## src/hw/rtl/erm_pkg.sv

```systemverilog
`timescale 1ns / 1ps
// ----------------------------------------------------------------------------
// erm_pkg
// Shared widths, reset values, register indexes and mode codes of the event rate meter.
// ----------------------------------------------------------------------------
package erm_pkg;

    localparam int VAL_W     = 48;
    localparam int COUNT_W   = 32;
    localparam int MODE_W    = 2;
    localparam int ALPHA_W   = 17;
    localparam int IVL_W     = 12;
    localparam int TICKS_W   = 32;
    localparam int CFG_IDX_W = 2;
    localparam int CFG_W     = 17;

    localparam int ALPHA_FRAC = 16;
    localparam logic [ALPHA_W-1:0] ALPHA_ONE   = ALPHA_W'(65536);
    localparam logic [ALPHA_W-1:0] ALPHA_RESET = ALPHA_W'(5396);
    localparam logic [IVL_W-1:0]   IVL_RESET   = IVL_W'(5);

    localparam logic [CFG_IDX_W-1:0] REG_MODE  = 2'd0;
    localparam logic [CFG_IDX_W-1:0] REG_ALPHA = 2'd1;
    localparam logic [CFG_IDX_W-1:0] REG_IVL   = 2'd2;

    localparam logic [MODE_W-1:0] MODE_EWMA = 2'd0;
    localparam logic [MODE_W-1:0] MODE_CUM  = 2'd1;
    localparam logic [MODE_W-1:0] MODE_INST = 2'd2;

endpackage

```

## src/hw/rtl/event_rate_meter.sv

```systemverilog
`timescale 1ns / 1ps
// ----------------------------------------------------------------------------
// event_rate_meter
// Event rate meter: exponential, cumulative or instant rate of events per
// second, updated on tick words through one bit-serial divider and one
// shift-add multiplier under a small sequencer.
//
//   channel | dir | tdata              | tuser | handshake
//   s_      | in  | count[31:0]        | tick  | tvalid/tready
//   m_      | out | rate[47:0]         | -     | tvalid/tready
//   cfg_    | in  | wdata[16:0]        | -     | wr_en, index (no wait)
//
// A word without tick goes straight to S_DONE. A tick word runs the interval
// rate division, then the multiplier (exponential) or a second division
// (cumulative), one quotient or multiplier bit per cycle. Reset (aresetn,
// synchronous) clears state, pending, rate, started, ticks and m_tvalid; the
// config returns to mode 0, alpha 5396, interval 5. s_tready is high in idle
// only; a finished rate waits in m_tdata while the next word is accepted.
// ----------------------------------------------------------------------------
module event_rate_meter #(
    parameter int FRAC_BITS = 16
) (
    input  logic                                aclk,
    input  logic                                aresetn,

    input  logic                                s_tvalid,
    output logic                                s_tready,
    input  logic [erm_pkg::COUNT_W-1:0]         s_tdata,   // [31:0] count
    input  logic                                s_tuser,   // [0] tick

    output logic                                m_tvalid,
    input  logic                                m_tready,
    output logic [erm_pkg::VAL_W-1:0]           m_tdata,   // [47:0] rate

    input  logic                                cfg_wr_en,
    input  logic [erm_pkg::CFG_IDX_W-1:0]       cfg_index,
    input  logic [erm_pkg::CFG_W-1:0]           cfg_wdata
);
    import erm_pkg::*;

    localparam int DW    = VAL_W + FRAC_BITS;
    localparam int QW    = VAL_W + 1;
    localparam int DVS_W = TICKS_W + 1;
    localparam int MUL_W = QW + ALPHA_W;
    localparam int CNT_W = $clog2(DW + 1);

    localparam logic [VAL_W-1:0] VAL_MAX = {1'b0, {(VAL_W-1){1'b1}}};
    localparam logic [VAL_W-1:0] VAL_MIN = {1'b1, {(VAL_W-1){1'b0}}};
    localparam logic [MUL_W-1:0] ROUND_HALF = MUL_W'(1) << (ALPHA_FRAC - 1);

    typedef enum logic [6:0] {
        S_IDLE     = 7'b0000001,
        S_DIV_INST = 7'b0000010,
        S_INST_FIN = 7'b0000100,
        S_DIV_CUM  = 7'b0001000,
        S_MUL      = 7'b0010000,
        S_APPLY    = 7'b0100000,
        S_DONE     = 7'b1000000
    } state_t;

    state_t                 state_reg, state_next;
    logic [COUNT_W-1:0]     count_reg, count_next;
    logic [VAL_W-1:0]       pending_reg, pending_next;
    logic [VAL_W-1:0]       rate_reg, rate_next;
    logic                   started_reg, started_next;
    logic [TICKS_W-1:0]     ticks_reg, ticks_next;
    logic [DW-1:0]          dvd_reg, dvd_next;
    logic [DVS_W-1:0]       dvs_reg, dvs_next;
    logic [DVS_W-1:0]       rem_reg, rem_next;
    logic [QW-1:0]          quo_reg, quo_next;
    logic                   big_reg, big_next;
    logic                   neg_reg, neg_next;
    logic                   cum_reg, cum_next;
    logic [CNT_W-1:0]       cnt_reg, cnt_next;
    logic [MUL_W-1:0]       acc_reg, acc_next;
    logic                   m_valid_reg, m_valid_next;
    logic [VAL_W-1:0]       m_data_reg, m_data_next;

    logic [MODE_W-1:0]      mode_reg;
    logic [ALPHA_W-1:0]     alpha_reg;
    logic [IVL_W-1:0]       ivl_reg;

    // shared datapath
    logic [DVS_W:0]         rem_sh;
    logic                   div_ge;
    logic [DVS_W:0]         rem_sub;
    logic [VAL_W-1:0]       pend_mag;
    logic [QW-1:0]          lim;
    logic [QW-1:0]          inst_mag;
    logic [QW-1:0]          inst_w;
    logic [QW-1:0]          diff;
    logic [QW-1:0]          diff_mag;
    logic [ALPHA_W-1:0]     alpha_eff;
    logic [MUL_W-1:0]       acc_rnd;
    logic [QW-1:0]          step;
    logic [QW-1:0]          rate_upd;
    logic [QW-1:0]          pend_sum;
    logic                   out_free;

    assign s_tready = (state_reg == S_IDLE);
    assign m_tvalid = m_valid_reg;
    assign m_tdata  = m_data_reg;
    assign out_free = !m_valid_reg || m_tready;

    assign rem_sh  = {rem_reg, dvd_reg[DW-1]};
    assign div_ge  = (rem_sh >= {1'b0, dvs_reg});
    assign rem_sub = rem_sh - {1'b0, dvs_reg};

    assign pend_mag = pending_reg[VAL_W-1] ? (VAL_W'(0) - pending_reg) : pending_reg;
    assign lim      = neg_reg ? {1'b0, VAL_MIN} : {1'b0, VAL_MAX};
    assign inst_mag = (big_reg || (quo_reg > lim)) ? lim : quo_reg;
    assign inst_w   = neg_reg ? (QW'(0) - inst_mag) : inst_mag;
    assign diff     = inst_w - {rate_reg[VAL_W-1], rate_reg};
    assign diff_mag = diff[QW-1] ? (QW'(0) - diff) : diff;
    assign alpha_eff = (alpha_reg > ALPHA_ONE) ? ALPHA_ONE : alpha_reg;

    assign acc_rnd  = acc_reg + ROUND_HALF;
    assign step     = cum_reg ? quo_reg : acc_rnd[ALPHA_FRAC +: QW];
    assign rate_upd = neg_reg ? ({rate_reg[VAL_W-1], rate_reg} - step)
                              : ({rate_reg[VAL_W-1], rate_reg} + step);
    assign pend_sum = {pending_reg[VAL_W-1], pending_reg}
                    + QW'(signed'(count_reg));

    always_comb begin
        state_next   = state_reg;
        count_next   = count_reg;
        pending_next = pending_reg;
        rate_next    = rate_reg;
        started_next = started_reg;
        ticks_next   = ticks_reg;
        dvd_next     = dvd_reg;
        dvs_next     = dvs_reg;
        rem_next     = rem_reg;
        quo_next     = quo_reg;
        big_next     = big_reg;
        neg_next     = neg_reg;
        cum_next     = cum_reg;
        cnt_next     = cnt_reg;
        acc_next     = acc_reg;
        m_valid_next = m_valid_reg && !m_tready;
        m_data_next  = m_data_reg;

        unique case (state_reg)
            S_IDLE: begin
                if (s_tvalid) begin
                    count_next = s_tdata;
                    if (s_tuser) begin
                        dvd_next   = DW'(pend_mag) << FRAC_BITS;
                        dvs_next   = (ivl_reg == '0) ? DVS_W'(1) : DVS_W'(ivl_reg);
                        rem_next   = '0;
                        quo_next   = '0;
                        big_next   = 1'b0;
                        neg_next   = pending_reg[VAL_W-1];
                        cnt_next   = CNT_W'(DW);
                        state_next = S_DIV_INST;
                    end else begin
                        state_next = S_DONE;
                    end
                end
            end
            S_DIV_INST, S_DIV_CUM: begin
                rem_next = div_ge ? rem_sub[DVS_W-1:0] : rem_sh[DVS_W-1:0];
                quo_next = {quo_reg[QW-2:0], div_ge};
                big_next = big_reg | quo_reg[QW-1];
                dvd_next = dvd_reg << 1;
                cnt_next = cnt_reg - CNT_W'(1);
                if (cnt_reg == CNT_W'(1)) begin
                    state_next = (state_reg == S_DIV_INST) ? S_INST_FIN : S_APPLY;
                end
            end
            S_INST_FIN: begin
                pending_next = '0;
                neg_next     = diff[QW-1];
                rem_next     = '0;
                quo_next     = '0;
                acc_next     = '0;
                if (mode_reg == MODE_EWMA) begin
                    cum_next = 1'b0;
                    if (!started_reg || alpha_eff == ALPHA_ONE) begin
                        rate_next    = inst_w[VAL_W-1:0];
                        started_next = 1'b1;
                        state_next   = S_DONE;
                    end else begin
                        dvd_next   = DW'(diff_mag);
                        quo_next   = QW'(alpha_eff);
                        cnt_next   = CNT_W'(ALPHA_W);
                        state_next = S_MUL;
                    end
                end else if (mode_reg == MODE_CUM) begin
                    cum_next   = 1'b1;
                    big_next   = 1'b0;
                    dvd_next   = DW'(diff_mag) << (DW - QW);
                    dvs_next   = DVS_W'(ticks_reg) + DVS_W'(1);
                    cnt_next   = CNT_W'(QW);
                    state_next = S_DIV_CUM;
                end else begin
                    rate_next  = inst_w[VAL_W-1:0];
                    state_next = S_DONE;
                end
            end
            S_MUL: begin
                acc_next = (acc_reg << 1)
                         + (quo_reg[ALPHA_W-1] ? MUL_W'(dvd_reg[QW-1:0]) : MUL_W'(0));
                quo_next = quo_reg << 1;
                cnt_next = cnt_reg - CNT_W'(1);
                if (cnt_reg == CNT_W'(1)) begin
                    state_next = S_APPLY;
                end
            end
            S_APPLY: begin
                rate_next = rate_upd[VAL_W-1:0];
                if (cum_reg && ticks_reg != '1) begin
                    ticks_next = ticks_reg + TICKS_W'(1);
                end
                state_next = S_DONE;
            end
            S_DONE: begin
                if (out_free) begin
                    if (pend_sum[QW-1] != pend_sum[VAL_W-1]) begin
                        pending_next = pend_sum[QW-1] ? VAL_MIN : VAL_MAX;
                    end else begin
                        pending_next = pend_sum[VAL_W-1:0];
                    end
                    m_valid_next = 1'b1;
                    m_data_next  = rate_reg;
                    state_next   = S_IDLE;
                end
            end
            default: begin
                state_next = S_IDLE;
            end
        endcase
    end

    always_ff @(posedge aclk) begin
        if (!aresetn) begin
            state_reg   <= S_IDLE;
            pending_reg <= '0;
            rate_reg    <= '0;
            started_reg <= 1'b0;
            ticks_reg   <= '0;
            m_valid_reg <= 1'b0;
        end else begin
            state_reg   <= state_next;
            pending_reg <= pending_next;
            rate_reg    <= rate_next;
            started_reg <= started_next;
            ticks_reg   <= ticks_next;
            m_valid_reg <= m_valid_next;
        end
    end

    always_ff @(posedge aclk) begin
        count_reg  <= count_next;
        dvd_reg    <= dvd_next;
        dvs_reg    <= dvs_next;
        rem_reg    <= rem_next;
        quo_reg    <= quo_next;
        big_reg    <= big_next;
        neg_reg    <= neg_next;
        cum_reg    <= cum_next;
        cnt_reg    <= cnt_next;
        acc_reg    <= acc_next;
        m_data_reg <= m_data_next;
    end

    always_ff @(posedge aclk) begin
        if (!aresetn) begin
            mode_reg  <= MODE_EWMA;
            alpha_reg <= ALPHA_RESET;
            ivl_reg   <= IVL_RESET;
        end else if (cfg_wr_en) begin
            unique case (cfg_index)
                REG_MODE:  mode_reg  <= cfg_wdata[MODE_W-1:0];
                REG_ALPHA: alpha_reg <= cfg_wdata[ALPHA_W-1:0];
                REG_IVL:   ivl_reg   <= cfg_wdata[IVL_W-1:0];
                default: begin
                end
            endcase
        end
    end

endmodule
```

## config.mk

```make
export PLATFORM = sky130hd
export DESIGN_NAME = event_rate_meter
export DESIGN_NICKNAME = d
export VERILOG_FILES = /design/src/hw/rtl/erm_pkg.sv /design/src/hw/rtl/event_rate_meter.sv
export SDC_FILE = /design/constraint.sdc
export NUM_CORES = 2
export LEC_CHECK = 0
export BUFFER_PORTS_ARGS = -buffer_cell sky130_fd_sc_hd__buf_2
export CORE_MARGIN = 4
export CORE_UTILIZATION = 55
export DETAILED_ROUTE_END_ITERATION = 10
export PLACE_DENSITY_LB_ADDON = 0.3
export SYNTH_ARGS = -nofsm -noshare
export SYNTH_HDL_FRONTEND = slang
export SYNTH_SLANG_ARGS = --single-unit
```

## constraint.sdc

```tcl
create_clock -name aclk -period 18.7 [get_ports aclk]
set_clock_uncertainty 0.05 [all_clocks]
set_input_delay 0.935 -clock aclk [delete_from_list [all_inputs] [get_ports aclk]]
set_output_delay 0.935 -clock aclk [all_outputs]
set_load 0.02 [all_outputs]
```

==> impl_metrics.csv <==
group,metric,value,unit
critical_path,critPathTopFamily,"compound AO/OA/AOI/OAI gates",
die,die_w,277,um
die,dieArea,76700,um^2
synth,ys.warnings.count,0,
sta,fmax,0.0927,GHz
cts,clk_latency,0.64,ns
synth,synth-seq-cells,501,
critical_path,cp_num_buf_inv,3,
route,first_pass_iters,6,
synth,synth_area_per_cell,8.52,um^2
sta,drv_slew,0,
cts,cts_hold_buf,0,
die,core_area,71600,um^2
global_route,grt_pass1_wl,191000,um
route,ant_nets,0,
route,met1_length,52400,um
synth,synth_area_leaders,"edfxtp_1 25%, ha_1 8.9%, dfxtp_1 8.5%, a21oi_1 4.8%, xnor2_1 4.8%",
global_route,overflow,0,
cts,numCtsBuffers,57,
synth,yosysSeqAreaShare,0.336,
die,start_util,0.555,
synth,syn_inst,4669,
synth,syn_nets,5013,
die,die_h,277,um
placed_design,globalplace.congestion,1.01,
cts,cts_resized,0,
synth,yosys.area.top_type,"edfxtp_1",
cts,path_clk_slew,0.07,ns
global_route,grt_max_degree,83,
synth,synth_common_cells,"453 x nand2_1, 452 x nor2_1, 378 x a21oi_1, 333 x edfxtp_1, 300 x o21ai_0",
synth,synth_cell_types,103,
sta,tightest_slew,1.11,ns
sta,grt_setup_unrepaired,"no",
route,routed.top_layer,"met5",
route,wl_met2,52200,um
global_route,grt_pass1_vias,33600,
die,ioPinCount,107,
cts,cts_buffer_depth,3,
outcome,outcome,"complete, no violations",
finish,drive_above_1_share,0.0711,
cts,cts.sinks,501,
route,drt_iter0_markers,3892,
route,routed_wl,123000,um
critical_path,start_kind,"register",
sta,setup_violations,0,
placed_design,port_buffers,106,
critical_path,required,18.99,ns
power,peakVddDrop,68.7,uV
power,p_leak,16.9,nW
cts,cts_tree,"built",
finish,num-nets-final,5022,
finish,seq_area,13400,um^2
cts,htree_levels,2,
sta,period_needed,10.78,ns
global_route,groute.usage.overall,0.306,
route,via_per_inst,6.45,
route,met3_wirelength,11700,um
critical_path,crit_type,"register to register",
route,vias,36600,
critical_path,r2r_slack,7.92,ns
route,post_drt_wl_per_cell,21.6,um
critical_path,critPathCaptureType,"register",
placed_design,dp_hpwl,91700,um
placed_design,placed_area,41100,um^2
route,drc,0,
global_route,antenna_found_initial,5,
die,rows,98,
synth,synth_edf_count,333,
cts,cts_root_buf,"clkbuf_16",
sta,finalHoldViolations,0,
finish,multi_input_area,25000,um^2
cts,cts_setup_buffers,0,
finish,area_growth,8.24,%
critical_path,worstPathArrival,11.07,ns
run,maxCapViolations,0,
critical_path,path_common_cell,"ha_1",
hold_path,hold_class,"register to register",
finish,fillers,6324,
sta,fin_tns_setup,0,ns
sta,fin_crit_sh,0.577,
critical_path,crit_fanout,82,
synth,yosysMostFrequentCell,"nand2_1",
finish,fin_area,43000,um^2
synth,syn_area,39800,um^2
synth,synthArstFlopShare,0,
critical_path,crit_slowest_cell,"o311ai_0",
critical_path,max_stage_delay,0.74,ns
synth,synth_top_area_share,0.251,
synth,synth_flop_cell,"edfxtp_1",
power,power_per_cell_area,67.8,nW/um^2
sta,slew_headroom,0.254,
kinds of logic after synthesis:
logic type,count (synthesis),share of synthesized area
DFF,501,0.336
xor gates and xnor gates,416,0.0922
and+or+nand+nor,1635,0.202
buffers and inverters,376,0.0362
AOI/OAI and AO/OA,1398,0.228
muxes,56,0.0142
adders and majority gates,287,0.0913
final cells by class:
type                       instances  area share
multi-input combinational       3792       0.582
sequential                       501       0.311
clock buffer                      73      0.0370
tap                              950      0.0276
timing repair buffer             160      0.0217
inverter                         166      0.0145
clock inverter                    34     0.00701
antenna                            2    0.000116
layer usage:
layer / vias to the layer above / global-route usage
met2: 1791 / 0.462
li1: 17300 / -
met3: 321 / 0.0513
met1: 17200 / 0.430
met4: 2 / 0.141
met5: - / 0
through the flow:
step	power (mW)	util	worst slack, ns	hold WS, ns	std cells
detailed placement	1.78	0.575	8.30	0.397	5569
global route	3.03	0.601	7.34	0.401	5677
floorplan	1.64	-	8.90	0.386	4669
CTS	2.92	0.601	8.28	0.383	5676
global placement	1.78	0.575	8.64	0.396	5569
finish	2.92	0.601	7.92	0.408	5678
worst min-delay path: cells and delay by family (launching register included):
family / cells / cell delay [ns]
simple gates: 1 / 0.05
flops: 1 / 0.31
compound gates: 1 / 0.05
where the power goes:
| group | internal [mW] | total (mW) | leakage [nW] | switching [mW] |
|---|---|---|---|---|
| logic | 0.191 | 0.536 | 11.5 | 0.345 |
| registers | 1.21 | 1.24 | 4.45 | 0.0320 |
| clock network | 0.646 | 1.14 | 0.925 | 0.491 |
path summary, 6_finish.rpt:
check,from,to,cells after the start
hold / removal,alpha_reg[0],alpha_reg[0],2
setup / recovery,neg_reg,dvd_reg[47],30
hold reg to reg,alpha_reg[0],alpha_reg[0],2
setup reg to reg,neg_reg,dvd_reg[47],30
layout by cell type, fill, tap and decap left out, types with 110 or more instances in the layout:
cell / netlist / layout
a21o_1: 127 / 127
a21oi_1: 378 / 377
and2_1: 113 / 110
dfxtp_1: 168 / 168
edfxtp_1: 333 / 333
ha_1: 282 / 282
inv_1: 163 / 163
nand2_1: 453 / 450
nor2_1: 452 / 449
o21ai_0: 300 / 300
xnor2_1: 216 / 216
xor2_1: 197 / 197
No activity file was read; power rests on OpenSTA's default activity.
